**config.mk**
```make
export PLATFORM = sky130hd
export DESIGN_NAME = protection_key_allocator
export DESIGN_NICKNAME = d
export VERILOG_FILES = /design/src/hdl/pka_pkg.sv /design/src/hdl/protection_key_allocator.sv
export SDC_FILE = /design/constraint.sdc
export NUM_CORES = 2
export LEC_CHECK = 0
export BUFFER_PORTS_ARGS = -buffer_cell sky130_fd_sc_hd__buf_4
export CAP_MARGIN = 20
export CELL_PAD_IN_SITES_DETAIL_PLACEMENT = 1
export CELL_PAD_IN_SITES_GLOBAL_PLACEMENT = 1
export CORE_ASPECT_RATIO = 0.9
export CORE_MARGIN = 2
export CORE_UTILIZATION = 50
export CTS_CLUSTER_SIZE = 14
export DETAILED_ROUTE_END_ITERATION = 10
export PLACE_DENSITY = 0.77
export SETUP_SLACK_MARGIN = 0.1
export SLEW_MARGIN = 20
export SYNTH_ARGS = -nofsm -noshare
export SYNTH_HDL_FRONTEND = slang
export SYNTH_MEMORY_MAX_BITS = 65536
export SYNTH_SLANG_ARGS = --single-unit
export TNS_END_PERCENT = 100
```
**constraint.sdc**
```tcl
create_clock -name i_clk -period 8.3 [get_ports i_clk]
set_input_delay 0 -clock i_clk [delete_from_list [all_inputs] [get_ports i_clk]]
set_output_delay 0 -clock i_clk [all_outputs]
set_load 0.03 [all_outputs]
```
**src/hdl/pka_pkg.sv**
```systemverilog
`timescale 1ns / 1ps
// Shared types, constants and helper functions of the protection key allocator.
// No dependencies; imported by protection_key_allocator.
package pka_pkg;

    // Default size of the address space table
    localparam int PKA_TABLE_ENTRIES = 64;

    // Field widths
    localparam int ROOT_W   = 52;
    localparam int MAP_W    = 16;
    localparam int KEYO_W   = 5;
    localparam int KEYI_W   = 6;
    localparam int RIGHTS_W = 32;
    localparam int KIND_W   = 4;

    // Stream payload widths (packed fields, padded to whole bytes)
    localparam int S_TDATA_W = 152;
    localparam int M_TDATA_W = 40;

    // Constants
    localparam logic [KEYO_W-1:0]   NO_KEY      = 5'h1F;
    localparam logic [RIGHTS_W-1:0] EXEC_RIGHTS = 32'h5555_5554;
    localparam logic [MAP_W-1:0]    INIT_MAP    = 16'h0001;
    localparam logic [1:0]          RIGHTS_AD   = 2'b01;
    localparam logic [1:0]          RIGHTS_WD   = 2'b10;

    // Operation codes
    typedef enum logic [KIND_W-1:0] {
        OP_ALLOC     = 4'd0,
        OP_FREE      = 4'd1,
        OP_IS_ALLOC  = 4'd2,
        OP_XO_KEY    = 4'd3,
        OP_IS_XO     = 4'd4,
        OP_RELEASE   = 4'd5,
        OP_CLONE     = 4'd6,
        OP_ALLOWS    = 4'd7,
        OP_SET_RIGHT = 4'd8,
        OP_EXEC      = 4'd9
    } t_op;

    // Result status codes
    typedef enum logic [1:0] {
        ST_OK    = 2'd0,
        ST_NOSPC = 2'd1,
        ST_NOMEM = 2'd2,
        ST_INVAL = 2'd3
    } t_status;

    // Sequencer states, one-hot
    typedef enum logic [3:0] {
        S_IDLE  = 4'b0001,
        S_SCAN  = 4'b0010,
        S_DRAIN = 4'b0100,
        S_FIN   = 4'b1000
    } t_state;

    // One table word
    typedef struct packed {
        logic [ROOT_W-1:0] root;
        logic [MAP_W-1:0]  map;
        logic [KEYO_W-1:0] xo;
    } t_entry;

    // Lowest clear key of a map, NO_KEY when all taken
    function automatic logic [KEYO_W-1:0] lowest_clear(input logic [MAP_W-1:0] map);
        logic [KEYO_W-1:0] k;
        k = NO_KEY;
        for (int i = MAP_W - 1; i >= 0; i--) begin
            if (!map[i]) begin
                k = KEYO_W'(i);
            end
        end
        return k;
    endfunction

    // Replace the two rights bits of key k
    function automatic logic [RIGHTS_W-1:0] set_key_rights(input logic [RIGHTS_W-1:0] word,
                                                          input logic [3:0] k,
                                                          input logic [1:0] bits);
        logic [4:0] sh;
        sh = {k, 1'b0};
        return (word & ~(32'h3 << sh)) | ({30'd0, bits} << sh);
    endfunction

endpackage

```
**src/hdl/protection_key_allocator.sv**
```systemverilog
`timescale 1ns / 1ps
// Protection key allocator: table of address spaces scanned by one compare stage.
// Table operations pass through S_SCAN, which walks every entry, and S_DRAIN to S_FIN; allows,
// set_rights, is_exec_only with a key below one, unknown kinds and any operation while keys
// are off go from S_IDLE straight to S_FIN. S_FIN waits until the result register is free.
// A new item is taken only in S_IDLE; the root comparator visits one table entry a cycle.
// Reset (synchronous, active low) clears the valid bits, rights word and keys_enabled at once.
module protection_key_allocator
    import pka_pkg::*;
#(
    parameter int TABLE_ENTRIES = PKA_TABLE_ENTRIES
) (
    input  logic                 i_clk,
    input  logic                 i_rst_n,
    // configuration: keys_enabled
    input  logic                 i_cfg_we,
    input  logic                 i_cfg_wdata,
    // input stream
    input  logic                 s_axis_tvalid,
    output logic                 s_axis_tready,
    // tdata: space_root[51:0], target_root[103:52], key[109:104], rights[111:110],
    //        is_write[112], new_rights_word[144:113], zero pad[151:145]
    input  logic [S_TDATA_W-1:0] s_axis_tdata,
    // tuser: kind[3:0]
    input  logic [KIND_W-1:0]    s_axis_tuser,
    // result stream
    output logic                 m_axis_tvalid,
    input  logic                 m_axis_tready,
    // tdata: status[1:0], key_out[6:2], answer[7], rights_word[39:8]
    output logic [M_TDATA_W-1:0] m_axis_tdata
);

    localparam int IDX_W = (TABLE_ENTRIES > 1) ? $clog2(TABLE_ENTRIES) : 1;
    localparam logic [IDX_W-1:0] LAST_IDX = IDX_W'(TABLE_ENTRIES - 1);

    // Control state
    t_state                 r_state;
    logic                   r_keys_en;
    logic [TABLE_ENTRIES-1:0] r_vld;
    logic [RIGHTS_W-1:0]    r_tr;
    logic                   r_m_valid;
    logic [M_TDATA_W-1:0]   r_m_data;
    logic [IDX_W-1:0]       r_addr;
    logic [IDX_W-1:0]       r_raddr;
    logic                   r_cmp_v;
    logic                   r_hit, r_thit, r_fre;
    logic [IDX_W-1:0]       r_hidx, r_tidx, r_fidx;
    logic [MAP_W-1:0]       r_smap;
    logic [KEYO_W-1:0]      r_sxo;

    // Latched item
    logic [KIND_W-1:0]      r_kind;
    logic [ROOT_W-1:0]      r_root, r_target;
    logic [KEYI_W-1:0]      r_key;
    logic [1:0]             r_rights;
    logic                   r_wr;
    logic [RIGHTS_W-1:0]    r_new_word;

    // Table memory
    t_entry                 r_tbl_mem [TABLE_ENTRIES];
    t_entry                 r_rd;

    // Input field split
    logic [ROOT_W-1:0]      s_root;
    logic [KEYI_W-1:0]      s_key;
    logic                   s_xfer;
    logic                   need_scan;

    assign s_root = s_axis_tdata[51:0];
    assign s_key  = s_axis_tdata[109:104];

    assign s_axis_tready = (r_state == S_IDLE);
    assign s_xfer        = s_axis_tvalid && s_axis_tready;
    assign m_axis_tvalid = r_m_valid;
    assign m_axis_tdata  = r_m_data;

    // Which operations walk the table
    always_comb begin
        need_scan = 1'b0;
        if (r_keys_en) begin
            case (s_axis_tuser)
                OP_ALLOC, OP_FREE, OP_IS_ALLOC, OP_XO_KEY,
                OP_RELEASE, OP_CLONE, OP_EXEC: need_scan = 1'b1;
                OP_IS_XO: need_scan = !s_key[KEYI_W-1] && (s_key != '0);
                default:  need_scan = 1'b0;
            endcase
        end
    end

    // Commit logic for the finishing cycle
    logic                   commit;
    logic                   c_we;
    logic [IDX_W-1:0]       c_waddr;
    t_entry                 c_wdata;
    logic                   c_vset, c_vclr;
    logic [IDX_W-1:0]       c_vset_idx, c_vclr_idx;
    logic [RIGHTS_W-1:0]    c_tr;
    t_status                c_status;
    logic [KEYO_W-1:0]      c_key_out;
    logic                   c_answer;
    logic [TABLE_ENTRIES-1:0] n_vld;

    assign commit = (r_state == S_FIN) && (!r_m_valid || m_axis_tready);

    always_comb begin
        logic              ent_ok;
        logic [IDX_W-1:0]  eidx;
        logic [MAP_W-1:0]  map;
        logic [KEYO_W-1:0] xo;
        logic [KEYO_W-1:0] lc;
        logic              key_rng;
        logic              key_alloc;
        logic [3:0]        klo;
        logic [3:0]        xk;
        logic [1:0]        bits;
        logic              dest_ok;
        logic [IDX_W-1:0]  dest;

        ent_ok    = (r_root != '0) && (r_hit || r_fre);
        eidx      = r_hit ? r_hidx : r_fidx;
        map       = r_hit ? r_smap : INIT_MAP;
        xo        = r_hit ? r_sxo  : NO_KEY;
        lc        = lowest_clear(map);
        key_rng   = (r_key[KEYI_W-1:4] == 2'b00);
        klo       = r_key[3:0];
        key_alloc = key_rng && (((xo != NO_KEY) && (xo[3:0] == klo) && !xo[4]) || map[klo]);
        xk        = 4'd0;
        bits      = r_tr[{klo, 1'b0} +: 2];
        dest_ok   = r_fre || r_thit;
        dest      = r_fre ? r_fidx : r_tidx;
        if (r_thit && (!r_fre || (r_tidx < r_fidx))) begin
            dest = r_tidx;
        end

        c_we       = 1'b0;
        c_waddr    = eidx;
        c_wdata    = '{root: r_root, map: map, xo: xo};
        c_vset     = 1'b0;
        c_vset_idx = eidx;
        c_vclr     = 1'b0;
        c_vclr_idx = r_hidx;
        c_tr       = r_tr;
        c_status   = ST_OK;
        c_key_out  = NO_KEY;
        c_answer   = 1'b0;

        if (!r_keys_en) begin
            // disabled answers
            case (r_kind)
                OP_ALLOC:  c_status = ST_NOSPC;
                OP_FREE:   c_status = ST_INVAL;
                OP_ALLOWS: c_answer = 1'b1;
                default:   c_status = ST_OK;
            endcase
        end else begin
            case (r_kind)
                OP_ALLOC, OP_FREE, OP_IS_ALLOC, OP_XO_KEY, OP_IS_XO: begin
                    if (r_kind == OP_IS_XO && (r_key[KEYI_W-1] || r_key == '0)) begin
                        c_answer = 1'b0;
                    end else if (!ent_ok) begin
                        c_status = ST_NOMEM;
                    end else begin
                        // entry exists or is claimed now
                        c_we   = 1'b1;
                        c_vset = 1'b1;
                        case (r_kind)
                            OP_ALLOC: begin
                                if (lc == NO_KEY) begin
                                    c_status = ST_NOSPC;
                                end else begin
                                    c_wdata.map = map | (INIT_MAP << lc[3:0]);
                                    c_tr        = set_key_rights(r_tr, lc[3:0], r_rights);
                                    c_key_out   = lc;
                                end
                            end
                            OP_FREE: begin
                                if (key_alloc) begin
                                    c_wdata.map = map & ~(INIT_MAP << klo);
                                end else begin
                                    c_status = ST_INVAL;
                                end
                            end
                            OP_IS_ALLOC: c_answer = key_alloc;
                            OP_XO_KEY: begin
                                if (xo == NO_KEY) begin
                                    if (lc == NO_KEY) begin
                                        c_status = ST_NOSPC;
                                    end else begin
                                        c_wdata.map = map | (INIT_MAP << lc[3:0]);
                                        c_wdata.xo  = lc;
                                        c_tr = set_key_rights(r_tr, lc[3:0], RIGHTS_AD);
                                        c_key_out   = lc;
                                    end
                                end else begin
                                    xk = xo[3:0];
                                    if (!r_tr[{xk, 1'b0}]) begin
                                        c_tr = set_key_rights(r_tr, xk, RIGHTS_AD);
                                    end
                                    c_key_out = {1'b0, xk};
                                end
                            end
                            default: c_answer = (xo != NO_KEY) && ({1'b0, xo} == r_key);
                        endcase
                    end
                end
                OP_RELEASE, OP_EXEC: begin
                    c_vclr = (r_root != '0) && r_hit;
                    if (r_kind == OP_EXEC) begin
                        c_tr = EXEC_RIGHTS;
                    end
                end
                OP_CLONE: begin
                    if (r_root != '0 && r_target != '0) begin
                        c_vclr     = r_thit;
                        c_vclr_idx = r_tidx;
                        if (r_hit) begin
                            if (dest_ok) begin
                                c_we       = 1'b1;
                                c_waddr    = dest;
                                c_wdata    = '{root: r_target, map: r_smap, xo: r_sxo};
                                c_vset     = 1'b1;
                                c_vset_idx = dest;
                            end else begin
                                c_status = ST_NOMEM;
                            end
                        end
                    end
                end
                OP_ALLOWS: begin
                    if (!key_rng) begin
                        c_status = ST_INVAL;
                    end else if (bits[0]) begin
                        c_answer = 1'b0;
                    end else begin
                        c_answer = !(r_wr && bits[1]);
                    end
                end
                OP_SET_RIGHT: c_tr = r_new_word;
                default:      c_status = ST_OK;
            endcase
        end
    end

    // Valid bits after the finishing cycle; a set wins over a clear of the same entry
    always_comb begin
        n_vld = r_vld;
        if (c_vclr) begin
            n_vld[c_vclr_idx] = 1'b0;
        end
        if (c_vset) begin
            n_vld[c_vset_idx] = 1'b1;
        end
    end

    // Sequencer, scan comparator and result register
    always_ff @(posedge i_clk) begin
        if (!i_rst_n) begin
            r_state   <= S_IDLE;
            r_keys_en <= 1'b0;
            r_vld     <= '0;
            r_tr      <= '0;
            r_m_valid <= 1'b0;
            r_addr    <= '0;
            r_cmp_v   <= 1'b0;
            r_hit     <= 1'b0;
            r_thit    <= 1'b0;
            r_fre     <= 1'b0;
        end else begin
            if (i_cfg_we) begin
                r_keys_en <= i_cfg_wdata;
            end
            // result valid: set on commit, dropped by a result transfer
            if (commit) begin
                r_m_valid <= 1'b1;
            end else if (r_m_valid && m_axis_tready) begin
                r_m_valid <= 1'b0;
            end

            // compare stage for the entry read last cycle
            r_cmp_v <= (r_state == S_SCAN);
            r_raddr <= r_addr;
            if (r_cmp_v) begin
                if (r_vld[r_raddr] && (r_rd.root == r_root) && !r_hit) begin
                    r_hit  <= 1'b1;
                    r_hidx <= r_raddr;
                    r_smap <= r_rd.map;
                    r_sxo  <= r_rd.xo;
                end
                if (r_vld[r_raddr] && (r_rd.root == r_target) && !r_thit) begin
                    r_thit <= 1'b1;
                    r_tidx <= r_raddr;
                end
                if (!r_vld[r_raddr] && !r_fre) begin
                    r_fre  <= 1'b1;
                    r_fidx <= r_raddr;
                end
            end

            case (r_state)
                S_IDLE: begin
                    if (s_xfer) begin
                        r_hit   <= 1'b0;
                        r_thit  <= 1'b0;
                        r_fre   <= 1'b0;
                        r_addr  <= '0;
                        r_state <= need_scan ? S_SCAN : S_FIN;
                    end
                end
                S_SCAN: begin
                    r_addr <= r_addr + 1'b1;
                    if (r_addr == LAST_IDX) begin
                        r_state <= S_DRAIN;
                    end
                end
                S_DRAIN: r_state <= S_FIN;
                S_FIN: begin
                    if (commit) begin
                        r_m_data  <= {(r_keys_en ? c_tr : 32'd0), c_answer, c_key_out, c_status};
                        r_tr      <= c_tr;
                        r_vld     <= n_vld;
                        r_state   <= S_IDLE;
                    end
                end
                default: r_state <= S_IDLE;
            endcase
        end
    end

    // Item capture on input transfer
    always_ff @(posedge i_clk) begin
        if (s_xfer) begin
            r_kind     <= s_axis_tuser;
            r_root     <= s_root;
            r_target   <= s_axis_tdata[103:52];
            r_key      <= s_key;
            r_rights   <= s_axis_tdata[111:110];
            r_wr       <= s_axis_tdata[112];
            r_new_word <= s_axis_tdata[144:113];
        end
    end

    // Table memory: one write, one registered read
    always_ff @(posedge i_clk) begin
        if (commit && c_we) begin
            r_tbl_mem[c_waddr] <= c_wdata;
        end
        r_rd <= r_tbl_mem[r_addr];
    end

endmodule

```
==> out/metrics.yaml <==
status:
  status: "completed"
sta:
  slew_viol_final: 0
  fin_crit_ns: 6.46
  post-route-period-util_pct: 77.8
  fin_hold_ws_ns: 0.0641
  max_freq_mhz: 155
  skew_ns: 0.0592
  setup_viol_count_final: 0
  setup_tns_ns: 0
  rsz0062_at_grt: "no"
  slew_headroom_pct: 15.7
  hold_violations: 0
  setup_ws_ns: 1.84
  tightestPinTransition_ns: 1.26
worst_setup_path:
  r2r-start: "r_root[1]$_DFFE_PP_"
  crit_type: "reg2reg"
  start_kind: "register"
  crit_buf_inv: 2
  worst_r2r_path_depth: 10
  reg2reg_slack_ns: 1.84
  arrival_ns: 7.07
  worstPathRequired_ns: 8.91
  r2r-end: "r_tbl_mem[26][48]$_DFFE_PP_"
  cp-end-kind: "register"
  cpMaxStageDelayCell: "nor4_4"
  worst-path-max-fanout: 48
  cp_top_family: "simple AND/OR/NAND/NOR gates"
  crit_path_cell_trace: "nor4_1 -> nand4_1 -> nor4_4 -> buf_4 -> or4_4 -> o21ai_4 -> a221oi_4 -> nand3_2 -> nor2_4 -> buf_12"
  critPathMaxStageDelay_ns: 1.11
global_routing:
  busiest_layer: "met2"
  grt_pass1_vias: 106000
  grt_antenna_before_repair: 29
  grt_max_degree: 138
  grt_pass1_wl_mm: 839
  met2_usage_pct: 47.6
  grt_overflow: 0
  met3_usage_pct: 5.89
  grtUsageMet1_pct: 40.1
  grt_use_total_pct: 30.0
min_path:
  holdPathStages: 3
  min-delay-start: "i_rst_n"
  worst_hold_path_type: "in2reg"
  holdPathEnd: "r_state[0]$_SDFFE_PN1P_"
cells_and_area:
  drive_gt1_share_pct: 29.1
  syn_to_final_growth_pct: 14.7
  nNetsFinal: 9626
  final_util_pct: 57.6
  fillers: 32500
  multi_input_comb_area_sq_um: 44800
  regArea_sq_um: 151000
pwr:
  peakVddDrop_mv: 0.203
  p_leak_uw: 0.0664
  total_power_uw: 51500
  p_per_area_nw_per_um2: 228
clocking:
  htree_levels: 5
  cts_tree: "yes"
  clock_latency_ns: 1.02
  hold_buffers: 309
  post_cts_resized: 0
  root_buffer: "clkbuf_16"
  cts_setup_buffers: 0
  clkTransAtPathRegs_ns: 0.06
  numCtsBuffers: 477
  cts_num_sinks: 5091
  cts.path.max_buffers: 4
routing:
  drcViolationCount: 0
  drt-initial-drc-count: 15400
  via_per_inst: 6.86
  routed_wl_mm: 596
  ant_nets: 0
  wl_per_cell_um: 39.6
  drt-pass1-iter-count: 6
  num_vias: 103000
yosys:
  synth_seq_area_share_pct: 76.7
  synth-seq-cells: 5091
  synth_cell_types: 93
  synth_cells: 8612
  synthesis.nets: 8780
  synth_edf_count: 4906
  synthArstFlopShare_pct: 0
  avgSynthCellArea_sq_um: 22.9
  synth_area_sq_um: 197000
  yosysWarningCount: 0
  synth_flop_cell: "edfxtp_1"
placed_design:
  gp_congestion: 0.915
  preCtsSetupSlack_ns: 1.94
  numPortBuffers: 196
  dp_hpwl_mm: 315
die:
  die_area_sq_um: 399000
  die_h_um: 599
  boundaryPins: 204
  std_cell_rows: 218
  initial_core_util_pct: 50.2
  die_w_um: 665
  core_area_sq_um: 392000
job:
  cap_viol_max_count: 0
how the worst max path moves through the flow:
stage	cells after the start	startpoint	end	slack, ns
6_report	10	r_root[1]$_DFFE_PP_	r_tbl_mem[26][48]$_DFFE_PP_	1.84
5_1_grt	11	r_root[1]$_DFFE_PP_	r_tbl_mem[21][64]$_DFFE_PP_	1.95
4_1_cts	10	r_root[1]$_DFFE_PP_	r_tbl_mem[15][0]$_DFFE_PP_	1.90
3_5_place_dp	10	r_target[1]$_DFFE_PP_	r_tbl_mem[15][17]$_DFFE_PP_	1.94
3_3_place_gp	11	r_root[1]$_DFFE_PP_	r_tbl_mem[5][40]$_DFFE_PP_	1.84
2_1_floorplan	9	r_key[1]$_DFFE_PP_	r_tbl_mem[0][20]$_DFFE_PP_	1.52
kinds of logic after synthesis:
kind of cell,count (synthesis),share of synthesized area [%]
xor+xnor,108,0.480
compound gates,601,2.03
simple gates,747,1.81
mux,1578,18.0
fa+ha+maj,7,0.0432
buf+inv,480,0.934
flops,5091,76.7
routing by layer:
metal / vias up / share of wire [%] / routed length [um]
li1: 38700 / - / -
met1: 55500 / 36 / 214000
met2: 7546 / 48 / 286000
met3: 1468 / 11 / 62800
met4: 14 / 5.7 / 33900
met5: - / 0.015 / 92
worst min-delay path: stages:
cell and delay, ns:
dlygate4sd3_1 0.55, buf_4 0.29, o211ai_1 0.18
where the power goes:
group	internal, uW	switching [uW]	total [uW]
combinational	303	883	1190
clock	12100	9700	21800
sequential	28400	112	28500
total	40800	10700	51500
placed cells by master, fill, tap and decap left out, types with 15 or more instances in the layout:
cell type      count
a21oi_1          138
a31oi_1           22
and2_1            22
buf_12            87
buf_4            419
bufinv_16         40
clkbuf_1         133
clkbuf_16        484
clkinv_1         103
clkinv_2          69
dfxtp_1          178
diode_2           21
dlygate4sd3_1    309
edfxtp_1        4906
inv_1             22
mux4_2          1567
nand2_1          277
nand2b_1          15
nand3_1           49
nand4_1           32
nor2_1           101
nor2_4            65
nor2b_1           21
nor3_1            31
nor4_1            49
o211ai_1          69
o21a_1            15
o21ai_0          140
o21ai_1           15
o31ai_1           16
xnor2_1           59
xor2_1            49
final cells by class:
type / count / share of cell area [%]
well taps: 5170 / 2.86
clock inverters: 248 / 1.06
diodes: 21 / 0.0233
flip-flops and latches: 5091 / 66.9
clock buffers: 631 / 5.67
inverters: 25 / 0.0438
multi-input cells: 3041 / 19.8
repair buffers: 822 / 3.60
cells in the mapped netlist (all sizes together), types with 10 or more instances:
master | instances | area, sq um
nand2b | 15 | 93.8
clkbuf | 345 | 1300
buf | 110 | 448
nor2b | 21 | 131
a31oi | 23 | 144
nand3 | 53 | 285
o2111ai | 10 | 87.6
a221oi | 12 | 146
a32o | 11 | 110
a22oi | 14 | 110
xnor2 | 59 | 517
o211ai | 69 | 518
o221ai | 12 | 105
dfxtp | 185 | 3700
a211oi | 15 | 123
nand4 | 32 | 200
inv | 23 | 86.3
edfxtp | 4906 | 147000
a21oi | 145 | 729
mux2i | 10 | 100
and3 | 13 | 81.3
o21a | 15 | 113
xor2 | 49 | 429
nor3 | 37 | 190
and2 | 22 | 138
o21ai | 158 | 802
mux4 | 1567 | 35300
nor2 | 167 | 627
o31ai | 16 | 120
nand2 | 284 | 1070
a21o | 13 | 97.6
nor4 | 54 | 365
stage by stage:
step,instances,cell area (sq um)
floorplan,8612,197000
global placement,13800,207000
detailed placement,13800,207000
CTS,15000,226000
global route,15000,226000
finish,15000,226000
registers in the layout, summed over array words and instances, names as in the netlist, 2 cells and up:
register,cells
r_raddr,6
r_rd,73
r_new_word,32
r_addr,6
r_vld,64
r_root,52
r_key,6
r_hidx,6
r_fidx,6
r_tr,32
r_rights,2
r_tidx,6
r_tbl_mem,4672
r_kind,4
r_sxo,5
m_axis_tdata,40
r_target,52
r_smap,16
r_state,4
(Power assumes the default switching activity.)
